<file path="src/hw/rtl/rsu_pkg.sv">
// ----------------------------------------------------------------------------
// rsu_pkg
// Shared types and constants of the rank-sum U statistic block.
// ----------------------------------------------------------------------------
`default_nettype none

package rsu_pkg;

	localparam int VAL_W  = 16;
	localparam int U_W    = 20;
	localparam int RHO_W  = 17;
	localparam int Q_BITS = 17;
	localparam int QCNT_W = 5;

	typedef struct packed {
		logic [VAL_W-1:0] sample_value;
		logic             in_variant_group;
		logic             last_sample;
	} in_word_t;

	typedef struct packed {
		logic [U_W-1:0]   u_var_twice;
		logic [U_W-1:0]   u_ref_twice;
		logic [RHO_W-1:0] rho_fraction;
		logic             empty_group;
		logic             dropped_samples;
	} out_word_t;

	typedef enum logic [2:0] {
		ST_LOAD,
		ST_PREP,
		ST_SCAN,
		ST_DRAIN,
		ST_DIV_START,
		ST_DIV_WAIT,
		ST_OUT
	} state_t;

endpackage

`default_nettype wire

</file>
<file path="src/hw/rtl/rsu_div.sv">
// ----------------------------------------------------------------------------
// rsu_div
// Restoring divider, one quotient bit per cycle: floor(num * 2^16 / den),
// for num not above den.
// ----------------------------------------------------------------------------
`default_nettype none

module rsu_div #(
	parameter int W = 35
) (
	input  wire                            clk,
	input  wire                            arst_n,
	input  wire                            start,
	input  wire [W-1:0]                    num,
	input  wire [W-1:0]                    den,
	output logic                           done,
	output logic [rsu_pkg::Q_BITS-1:0]     quot
);

	logic [W:0]                  rem_q;
	logic [W-1:0]                den_q;
	logic [rsu_pkg::QCNT_W-1:0]  cnt_q;
	logic                        busy_q;
	logic                        ge;
	logic [W:0]                  rem_sub;

	assign ge      = rem_q >= {1'b0, den_q};
	assign rem_sub = ge ? (rem_q - {1'b0, den_q}) : rem_q;

	always_ff @(posedge clk or negedge arst_n) begin
		if (!arst_n) begin
			busy_q <= 1'b0;
			done   <= 1'b0;
			cnt_q  <= '0;
		end else begin
			done <= 1'b0;
			if (start) begin
				busy_q <= 1'b1;
				cnt_q  <= '0;
			end else if (busy_q) begin
				cnt_q <= cnt_q + 1'b1;
				if (cnt_q == rsu_pkg::QCNT_W'(rsu_pkg::Q_BITS - 1)) begin
					busy_q <= 1'b0;
					done   <= 1'b1;
				end
			end
		end
	end

	always_ff @(posedge clk) begin
		if (start) begin
			rem_q <= {1'b0, num};
			den_q <= den;
			quot  <= '0;
		end else if (busy_q) begin
			rem_q <= {rem_sub[W-1:0], 1'b0};
			quot  <= {quot[rsu_pkg::Q_BITS-2:0], ge};
		end
	end

endmodule

`default_nettype wire

</file>
<file path="config.mk">
export PLATFORM = sky130hd
export DESIGN_NAME = rsu_div
export DESIGN_NICKNAME = d
export VERILOG_FILES = /design/src/hw/rtl/rsu_pkg.sv /design/src/hw/rtl/rsu_div.sv
export SDC_FILE = /design/constraint.sdc
export NUM_CORES = 1
export LEC_CHECK = 0
export CAP_MARGIN = 20
export CELL_PAD_IN_SITES_DETAIL_PLACEMENT = 1
export CELL_PAD_IN_SITES_GLOBAL_PLACEMENT = 1
export CORE_UTILIZATION = 50
export DETAILED_ROUTE_END_ITERATION = 12
export DONT_BUFFER_PORTS = 1
export PLACE_DENSITY = 0.77
export RECOVER_POWER = 50
export REMOVE_ABC_BUFFERS = 1
export SLEW_MARGIN = 20
export SYNTH_ARGS = -nofsm -noshare
export SYNTH_HDL_FRONTEND = slang
export SYNTH_SLANG_ARGS = --single-unit
</file>
<file path="constraint.sdc">
create_clock -name clk -period 5.2 [get_ports clk]
set_input_delay 0 -clock clk [delete_from_list [all_inputs] [get_ports clk]]
set_output_delay 0 -clock clk [all_outputs]
set_load 0.05 [all_outputs]
</file>
* Yosys cells after proc, flatten, opt, wreduce, memory -nomap -nowiden
Index checks and enable logic that the tools add are counted.
Word-level totals: register bits 95, bits in latches 0, RAM bits 0, memory bits (read-only) 0, input port bits 73, logic and storage cells 23, memories 0
Operators by class: $add $sub $neg 2, multipliers 0, divide/modulo/power cells 0, magnitude comparators 1, equality and inequality tests 1, shift operators 0, muxes and demuxes 11, bitwise logic cells 0, reduce and logical (&&, ||, !) cells 1
Operator list (number):
- 35-bit two-way mux | 3
- 36-bit by 35-bit >= comparator with 1-bit output | 1
- 35-bit subtractor | 1
- 5-bit two-way mux | 2
- 1-bit two-way mux | 6
- 5-bit by 1-bit adder with 5-bit output, second input constant | 1
- 5-bit == test, second input constant | 1
- 2-bit nonzero test | 1

* Depth between registers and ports, before layout
Gate-level depths: netlist of run 1.
depth after elaboration 4, gate-level depth with buffers 15, mapped depth without buffers 12

* Worst setup path before layout of run 1
OpenSTA, ideal clock, no wires.
kind reg-to-reg, start point register rem_q[0], end point register rem_q[10] (data pin), library setup time 260 ps, arrival 2988 ps, data required time 4940 ps, slack 1952 ps, stages on the path, launching flop included 15, buffers on the path 2, clock period less this slack 3248 ps, path through edfxtp_1 -> inv_1 -> ha_1 -> fa_1 -> nor2b_1 -> o2111ai_1 -> a211oi_2 -> nor3_2 -> a211o_1 -> a21oi_2 -> or2_1 -> buf_6 -> buf_8 -> mux2_4 -> mux2_2
Between the ends: cells in the longest elaborated chain, start to end 4, elaborated cells on any way between the ends 5, those cells by class add/sub: 1; order compare: 1; mux: 3
RTL lines:
- from (decl) | RTL line rsu_div.sv:20 | logic [W:0] rem_q;
- from (signal assigned) | RTL line rsu_div.sv:52 | rem_q <= {1'b0, num};
- from (signal assigned) | RTL line rsu_div.sv:56 | rem_q <= {rem_sub[W-1:0], 1'b0};
- 35-bit subtractor or 36-bit by 35-bit >= comparator with 1-bit output (tied branches) | RTL line rsu_div.sv:28, rsu_div.sv:27
- 35-bit two-way mux (*) | RTL line rsu_div.sv:28 | assign rem_sub = ge ? (rem_q - {1'b0, den_q}) : rem_q;
- 35-bit two-way mux (*) | RTL line rsu_div.sv:55 | end else if (busy_q) begin
- 35-bit two-way mux (*) | RTL line rsu_div.sv:51 | if (start) begin
Mark *: on every way between the ends. The rest lies on a longest branch, timed or not. The select of a mux whose other input is x is not followed. A chain may end at the register's enable or synchronous reset.

* Final worst setup path of run 1
start point input start, end point register rem_q[24] (data pin)
Between the ends: cells in the longest elaborated chain, start to end 1
RTL lines:
- from (decl) | RTL line rsu_div.sv:13 | input wire start,
- 35-bit two-way mux | RTL line rsu_div.sv:51
Every way passes these cells.

==> flow_results.xml, run 1 <==
<?xml version="1.0" encoding="UTF-8"?>
<metrics>
  <group name="timing">
    <metric name="setup_viol" unit="">0</metric>
    <metric name="timing.final.crit_share" unit="">0.733</metric>
    <metric name="timing.slew.headroom" unit="">-1.81</metric>
    <metric name="final.min_clock_period" unit="ns">3.81</metric>
    <metric name="tns" unit="ns">0</metric>
    <metric name="unrepaired_setup_endpoints_after_global_routing" unit="">no</metric>
    <metric name="timing.fmax" unit="MHz">262</metric>
    <metric name="final-hold-violation-count" unit="">0</metric>
    <metric name="timing.final.ws_setup" unit="ns">1.39</metric>
    <metric name="slew_worst_pin" unit="ns">4.21</metric>
    <metric name="final-max-slew-violation-count" unit="">102</metric>
    <metric name="skew" unit="ns">0.0101</metric>
  </group>
  <group name="place">
    <metric name="dpl_worst_slack" unit="ns">1.64</metric>
    <metric name="detailed_place_hpwl" unit="mm">9.93</metric>
    <metric name="gpl.final_weighted_congestion" unit="">0.791</metric>
    <metric name="io_buffer_count" unit="">0</metric>
  </group>
  <group name="clock_tree">
    <metric name="tritoncts" unit="">yes</metric>
    <metric name="clk_path_buf_depth" unit="">2</metric>
    <metric name="hold_bufs_inserted_after_cts" unit="">73</metric>
    <metric name="cts.repair.resized" unit="">0</metric>
    <metric name="sink_count" unit="">95</metric>
    <metric name="number_of_buffers_created_by_cts" unit="">9</metric>
    <metric name="clock_latency" unit="ns">0.36</metric>
    <metric name="cts_root_buffer" unit="">clkbuf_16</metric>
    <metric name="clkTransAtPathRegs" unit="ns">0.07</metric>
    <metric name="cts_setup_buffers" unit="">0</metric>
    <metric name="cts-htree-levels" unit="">3</metric>
  </group>
  <group name="setup_path">
    <metric name="critPathRequiredTime" unit="ns">5.13</metric>
    <metric name="worst_path_max_delay_cell" unit="">clkdlybuf4s25_1</metric>
    <metric name="critPathArrivalTime" unit="ns">3.74</metric>
    <metric name="timing.critical_path.cells" unit="">clkdlybuf4s25_1 -&gt; o21ai_0</metric>
    <metric name="crit_path_max_incr_delay" unit="ns">3.12</metric>
    <metric name="path_class" unit="">primary input to register</metric>
    <metric name="timing.critical_path.to_type" unit="">register</metric>
    <metric name="cpLargestDelayFamily" unit="">buffers and inverters</metric>
    <metric name="timing.critical_path.to" unit="">rem_q[24]</metric>
    <metric name="worstSetupPathDepth" unit="">2</metric>
    <metric name="r2r_end" unit="">rem_q[5]</metric>
    <metric name="biggest_fanout_along_the_worst_timing_path" unit="">101</metric>
    <metric name="critPathBufInv" unit="">1</metric>
    <metric name="worst_r2r_startpoint" unit="">rem_q[0]</metric>
    <metric name="timing.critical_path.from_type" unit="">primary input</metric>
    <metric name="reg2reg_setup_slack" unit="ns">1.58</metric>
    <metric name="worst-r2r-cell-count" unit="">13</metric>
    <metric name="startpoint" unit="">start</metric>
  </group>
  <group name="synthesis">
    <metric name="synth_top_area_cell" unit="">edfxtp_1</metric>
    <metric name="synthDistinctLibCells" unit="">62</metric>
    <metric name="yosys_warnings" unit="">0</metric>
    <metric name="synth_area_per_cell" unit="sq um">10.2</metric>
    <metric name="synth_area_leaders" unit="">edfxtp_1 (35%), ha_1 (7.7%), dfxtp_1 (6.0%)</metric>
    <metric name="synth-seq-area-share" unit="">0.436</metric>
    <metric name="ys_async_sr_fraction" unit="">0.0737</metric>
    <metric name="netlist_area" unit="sq mm">0.00605</metric>
    <metric name="synthFlopType" unit="">edfxtp_1</metric>
    <metric name="synth-seq-cells" unit="">95</metric>
    <metric name="netlist_instances" unit="">591</metric>
    <metric name="synth_enable_flop_cells" unit="">70</metric>
    <metric name="yosys.area.top_type_share" unit="">0.347</metric>
  </group>
  <group name="final_layout">
    <metric name="post-route-util" unit="">0.617</metric>
    <metric name="fillerInstances" unit="">1253</metric>
    <metric name="fraction_of_final_layout_cells_sized_beyond_drive_strength_1" unit="">0.102</metric>
    <metric name="layout-area-overhead-vs-synth" unit="%">18.4</metric>
    <metric name="insertedDiodeCount" unit="">0</metric>
    <metric name="nets_final" unit="">764</metric>
  </group>
  <group name="detailed_routing">
    <metric name="average_via_count_per_standard_cell" unit="">5.80</metric>
    <metric name="ant_nets" unit="">0</metric>
    <metric name="post-route-drc-count" unit="">4</metric>
    <metric name="detailedRoute.firstPassIterationCount" unit="">8</metric>
    <metric name="post_drt_wl_per_cell" unit="microns">19.8</metric>
    <metric name="totalWireLength" unit="mm">15.9</metric>
    <metric name="detailedRoute.firstIterationViolations" unit="">225</metric>
    <metric name="dr_total_vias" unit="">4646</metric>
  </group>
  <group name="global_routing">
    <metric name="grt_max_degree" unit="">102</metric>
    <metric name="grt_first_pass_wirelength" unit="mm">25.8</metric>
    <metric name="vias_in_the_first_global_route" unit="">5124</metric>
    <metric name="antenna_found_initial" unit="">0</metric>
    <metric name="grt_usage" unit="">0.265</metric>
    <metric name="overflow" unit="">0</metric>
  </group>
  <group name="floorplanning">
    <metric name="die-area" unit="sq mm">0.0125</metric>
    <metric name="horizontal_die_dimension" unit="microns">112</metric>
    <metric name="pin_count" unit="">91</metric>
    <metric name="effective_utilization_at_floorplan" unit="">0.521</metric>
    <metric name="placement_rows" unit="">39</metric>
    <metric name="core" unit="sq mm">0.0116</metric>
    <metric name="chipHeight" unit="microns">112</metric>
  </group>
  <group name="run_status">
    <metric name="violations" unit="">design-rule violations, max-capacitance violations, max-slew violations</metric>
    <metric name="outcome" unit="">finished, violations left</metric>
  </group>
  <group name="job">
    <metric name="maxCapViolations" unit="">1</metric>
  </group>
  <group name="power_and_ir_drop">
    <metric name="power" unit="mW">4.13</metric>
    <metric name="total_leakage_power" unit="nW">3.05</metric>
    <metric name="power.density" unit="mW/mm^2">577</metric>
    <metric name="vdd.ir_drop.worst" unit="mV">0.328</metric>
  </group>
  <group name="min_path">
    <metric name="worstHoldPathType" unit="">primary input to register</metric>
  </group>
</metrics>
-- sequential cells by signal, indices dropped and copies added, names as in the netlist --
signal	cells
quot	17
cnt_q	5
busy_q	1
den_q	35
done	1
rem_q	36
-- synth_stat cells, types with 5 or more instances --
library cell,instances
edfxtp_1,70
inv_1,47
a21oi_1,44
nor2_1,44
nand2_1,39
ha_1,37
o21ai_0,29
mux2_2,26
mux2i_1,22
xnor2_1,22
dfxtp_1,18
clkbuf_1,17
a21o_1,16
xor2_1,10
nand4_1,9
mux2_4,8
nand2b_1,8
nand3_1,8
nor2b_1,8
nor3_1,8
dfrtp_1,7
nor3b_1,7
o21bai_1,7
or3_1,6
a31oi_1,5
-- where the power goes --
group	internal (mW)	switching (mW)
Clock	0.379	0.322
Combinational	1.04	1.22
Sequential	1.05	0.132
Total	2.46	1.67
-- cell families (layout without fill, tap and decap cells) --
| kind of cell | after synthesis | after routing | share of synthesized area |
|---|---|---|---|
| multiplexers | 56 | 56 | 0.105 |
| buffers and inverters | 73 | 140 | 0.0519 |
| flip-flops | 95 | 95 | 0.436 |
| adder cells (fa/ha/maj) | 38 | 38 | 0.0798 |
| AO/OA/AOI/OAI | 142 | 142 | 0.153 |
| AND/OR/NAND/NOR | 155 | 155 | 0.128 |
| XOR/XNOR | 32 | 32 | 0.0463 |
-- metal layers --
metal / vias to the layer above / share of wire / track usage
met2: 82 / 0.51 / 0.487
met5: - / 0 / 0
met3: 23 / 0.030 / 0.0490
li1: 2270 / - / -
met4: 0 / 0.019 / 0.0960
met1: 2271 / 0.44 / 0.307
-- area by class of cell --
class	count	area, sq um	area share
clock buffer	11	264	0.0368
clock inverter	5	48.8	0.00681
inverter	47	176	0.0246
multi-input combinational	423	3100	0.433
sequential	95	2640	0.368
tap	143	179	0.0250
timing repair buffer	77	761	0.106
-- how the worst min path moves through the flow --
| stage | from | end | slack [ns] | cells past startpoint |
|---|---|---|---|---|
| floorplan | arst_n | busy_q | -0.30 | 0 |
| global placement | arst_n | cnt_q[1] | -0.30 | 0 |
| detailed placement | arst_n | done | -0.30 | 0 |
| CTS | start | rem_q[34] | 0.01 | 2 |
| global route | start | rem_q[31] | 0.03 | 2 |
| finish | num[34] | rem_q[34] | 0.03 | 3 |
-- layout by cell type (no fill, tap or decap), types with 7 or more instances in the layout --
cell	n
xor2_1	10
inv_1	47
dlygate4sd3_1	72
nand3_1	8
mux2_2	26
nor2_1	44
nor3b_1	7
dfxtp_1	18
nand2b_1	8
a21oi_1	44
clkbuf_16	10
mux2_4	8
edfxtp_1	70
nand4_1	9
o21bai_1	7
xnor2_1	22
nor3_1	8
nor2b_1	8
a21o_1	16
mux2i_1	22
dfrtp_1	7
ha_1	37
nand2_1	39
o21ai_0	29
-- per-stage QoR --
stage               std cells  instance area, sq um  hold WS, ns
floorplan                 565                  5910       -0.296
global placement          712                  6120       -0.295
detailed placement        712                  6120       -0.295
CTS                       801                  7180       0.0105
global route              801                  7170       0.0346
finish                    801                  7170       0.0345
No activity file was read; power rests on OpenSTA's default activity.
==> run 2: changes to the inputs <==
--- a/config.mk
+++ b/config.mk
@@ -8,10 +8,10 @@
 export CAP_MARGIN = 20
 export CELL_PAD_IN_SITES_DETAIL_PLACEMENT = 1
 export CELL_PAD_IN_SITES_GLOBAL_PLACEMENT = 1
-export CORE_UTILIZATION = 50
+export CORE_UTILIZATION = 45
 export DETAILED_ROUTE_END_ITERATION = 12
 export DONT_BUFFER_PORTS = 1
-export PLACE_DENSITY = 0.77
+export PLACE_DENSITY = 0.73
 export RECOVER_POWER = 50
 export REMOVE_ABC_BUFFERS = 1
 export SLEW_MARGIN = 20
==> constraint.sdc (replaced) <==
create_clock -name clk -period 3.05 [get_ports clk]
set_input_delay 0 -clock clk [delete_from_list [all_inputs] [get_ports clk]]
set_output_delay 0 -clock clk [all_outputs]
set_load 0.05 [all_outputs]
==> flow_results.xml, run 2 (synthesis gave the netlist of run 1 again) <==
<?xml version="1.0" encoding="UTF-8"?>
<metrics>
  <group name="timing">
    <metric name="slew_worst_pin" unit="ns">1.03</metric>
    <metric name="unrepaired_setup_endpoints_after_global_routing" unit="">yes</metric>
    <metric name="timing.fmax" unit="MHz">298</metric>
    <metric name="timing.slew.headroom" unit="">0.311</metric>
    <metric name="final-max-slew-violation-count" unit="">0</metric>
    <metric name="final.min_clock_period" unit="ns">3.36</metric>
    <metric name="final-hold-violation-count" unit="">1</metric>
    <metric name="setup_viol" unit="">34</metric>
    <metric name="timing.final.crit_share" unit="">1.10</metric>
    <metric name="skew" unit="ns">0.0126</metric>
    <metric name="tns" unit="ns">-6.48</metric>
    <metric name="whs" unit="ns">-0.00345</metric>
    <metric name="timing.final.ws_setup" unit="ns">-0.307</metric>
  </group>
  <group name="detailed_routing">
    <metric name="post_drt_wl_per_cell" unit="microns">20.5</metric>
    <metric name="detailedRoute.firstIterationViolations" unit="">212</metric>
    <metric name="detailedRoute.firstPassIterationCount" unit="">4</metric>
    <metric name="ant_nets" unit="">0</metric>
    <metric name="dr_total_vias" unit="">5104</metric>
    <metric name="average_via_count_per_standard_cell" unit="">5.66</metric>
    <metric name="totalWireLength" unit="mm">18.5</metric>
    <metric name="post-route-drc-count" unit="">0</metric>
  </group>
  <group name="run_status">
    <metric name="outcome" unit="">finished, violations left</metric>
    <metric name="violations" unit="">negative hold slack, negative setup slack</metric>
  </group>
  <group name="place">
    <metric name="detailed_place_hpwl" unit="mm">11.0</metric>
    <metric name="gpl.final_weighted_congestion" unit="">0.873</metric>
    <metric name="dpl_worst_slack" unit="ns">-0.247</metric>
    <metric name="io_buffer_count" unit="">0</metric>
    <metric name="dpl-instance-area" unit="sq mm">0.00658</metric>
  </group>
  <group name="setup_path">
    <metric name="timing.critical_path.cells" unit="">inv_1 -&gt; ha_2 -&gt; fa_2 -&gt; nor2b_4 -&gt; o2111ai_2 -&gt; a211oi_2 -&gt; nor3_2 -&gt; a211o_1 -&gt; a21oi_2 -&gt; or2_4 -&gt; buf_8 -&gt; mux2_4 -&gt; mux2_2</metric>
    <metric name="timing.critical_path.from_type" unit="">register</metric>
    <metric name="critPathRequiredTime" unit="ns">3.17</metric>
    <metric name="biggest_fanout_along_the_worst_timing_path" unit="">8</metric>
    <metric name="crit_path_max_incr_delay" unit="ns">0.38</metric>
    <metric name="reg2reg_setup_slack" unit="ns">-0.31</metric>
    <metric name="path_class" unit="">register to register</metric>
    <metric name="timing.critical_path.to_type" unit="">register</metric>
    <metric name="critPathBufInv" unit="">2</metric>
    <metric name="critPathArrivalTime" unit="ns">3.48</metric>
    <metric name="worst_path_max_delay_cell" unit="">edfxtp_1</metric>
    <metric name="cpLargestDelayFamily" unit="">compound AO/OA/AOI/OAI gates</metric>
  </group>
  <group name="power_and_ir_drop">
    <metric name="clkPwrFrac" unit="">0.142</metric>
    <metric name="sw_frac_of_total" unit="">0.406</metric>
    <metric name="share_comb_of_total_power" unit="">0.620</metric>
    <metric name="seq_power_share" unit="">0.238</metric>
    <metric name="vdd.ir_drop.worst" unit="mV">0.510</metric>
    <metric name="cell_internal_pwr" unit="mW">5.08</metric>
    <metric name="total_switching_power" unit="mW">3.48</metric>
    <metric name="total_leakage_power" unit="nW">3.50</metric>
    <metric name="power.density" unit="mW/mm^2">1050</metric>
  </group>
  <group name="global_routing">
    <metric name="antenna_found_initial" unit="">0</metric>
    <metric name="grt_first_pass_wirelength" unit="mm">28.1</metric>
    <metric name="grt_usage" unit="">0.257</metric>
    <metric name="overflow" unit="">0</metric>
    <metric name="grt_max_degree" unit="">105</metric>
    <metric name="vias_in_the_first_global_route" unit="">5645</metric>
  </group>
  <group name="final_layout">
    <metric name="largest_register_ffs" unit="">36</metric>
    <metric name="layout_commonest_cell" unit="">dlygate4sd3_1</metric>
    <metric name="fillerInstances" unit="">1360</metric>
    <metric name="registers_with_the_highest_flip_flop_counts" unit="">rem_q (36), den_q (35), quot (17)</metric>
    <metric name="fraction_of_final_layout_cells_sized_beyond_drive_strength_1" unit="">0.245</metric>
    <metric name="mostFrequentLayoutCells" unit="">dlygate4sd3_1 (71), edfxtp_1 (70), buf_4 (64), inv_1 (46), nor2_1 (42)</metric>
    <metric name="layout-area-overhead-vs-synth" unit="%">34.6</metric>
    <metric name="insertedDiodeCount" unit="">0</metric>
    <metric name="post-route-util" unit="">0.632</metric>
    <metric name="nets_final" unit="">836</metric>
    <metric name="final_area" unit="sq mm">0.00814</metric>
    <metric name="max_flop_register" unit="">rem_q</metric>
  </group>
  <group name="clock_tree">
    <metric name="tritoncts" unit="">yes</metric>
    <metric name="cts-htree-levels" unit="">3</metric>
    <metric name="number_of_buffers_created_by_cts" unit="">9</metric>
    <metric name="clock_latency" unit="ns">0.37</metric>
    <metric name="clkTransAtPathRegs" unit="ns">0.08</metric>
    <metric name="cts_root_buffer" unit="">clkbuf_16</metric>
    <metric name="clk_path_buf_depth" unit="">2</metric>
    <metric name="sink_count" unit="">95</metric>
  </group>
  <group name="floorplanning">
    <metric name="effective_utilization_at_floorplan" unit="">0.470</metric>
    <metric name="pin_count" unit="">91</metric>
    <metric name="horizontal_die_dimension" unit="microns">118</metric>
    <metric name="placement_rows" unit="">41</metric>
    <metric name="core" unit="sq mm">0.0129</metric>
    <metric name="die-area" unit="sq mm">0.0139</metric>
    <metric name="chipHeight" unit="microns">118</metric>
  </group>
  <group name="job">
    <metric name="maxCapViolations" unit="">0</metric>
  </group>
  <group name="min_path">
    <metric name="worstHoldPathType" unit="">primary input to register</metric>
  </group>
</metrics>
## run 2: what timing repair did
item,CTS,global route
pin swaps,5,22
resized for setup,23,59
buffers inserted,8,9
endpoints found under the hold margin,137,0
hold buffers,72,0
setup endpoints to repair,29,34
cloned,0,1
## run 2: power groups by stage
stage	Sequential, mW	Clock [mW]	Combinational [mW]
6_report	2.04	1.22	5.31
5_1_grt	2.07	1.29	5.70
4_1_cts	2.01	1.24	4.61
3_5_place_dp	2.03	0	4.25
3_3_place_gp	2.02	0	4.09
2_1_floorplan	1.96	0	2.90
## run 2: final timing paths
check	start	to	cells past startpoint
min reg2reg	rem_q[35]	rem_q[35]	2
max in group asynchronous	arst_n	cnt_q[4]	2
min	start	rem_q[31]	2
min in group asynchronous	arst_n	cnt_q[1]	2
max	rem_q[0]	rem_q[13]	13
max reg2reg	rem_q[0]	rem_q[13]	13
## run 2: final cells by class
type	count	area, sq um	share of cell area
flip-flops and latches	95	2640	0.324
well taps	172	215	0.0264
clock buffers	10	250	0.0307
repair buffers	149	1390	0.171
multi-input cells	423	3400	0.418
clock inverters	6	70.1	0.00860
inverters	47	176	0.0217
## run 2: metrics by stage
stage / instances / power [mW]
after detailed placement: 797 / 6.27
after floorplan: 565 / 4.86
after CTS: 893 / 7.87
final: 902 / 8.56
after global placement: 797 / 6.11
after global routing: 902 / 9.06
## run 2: routing by layer
layer / vias up / global-route usage / part of all wire
li1: 2403 / - / -
met2: 116 / 0.467 / 0.52
met3: 34 / 0.0547 / 0.038
met5: - / 0 / 0
met1: 2551 / 0.296 / 0.42
met4: 0 / 0.0938 / 0.024
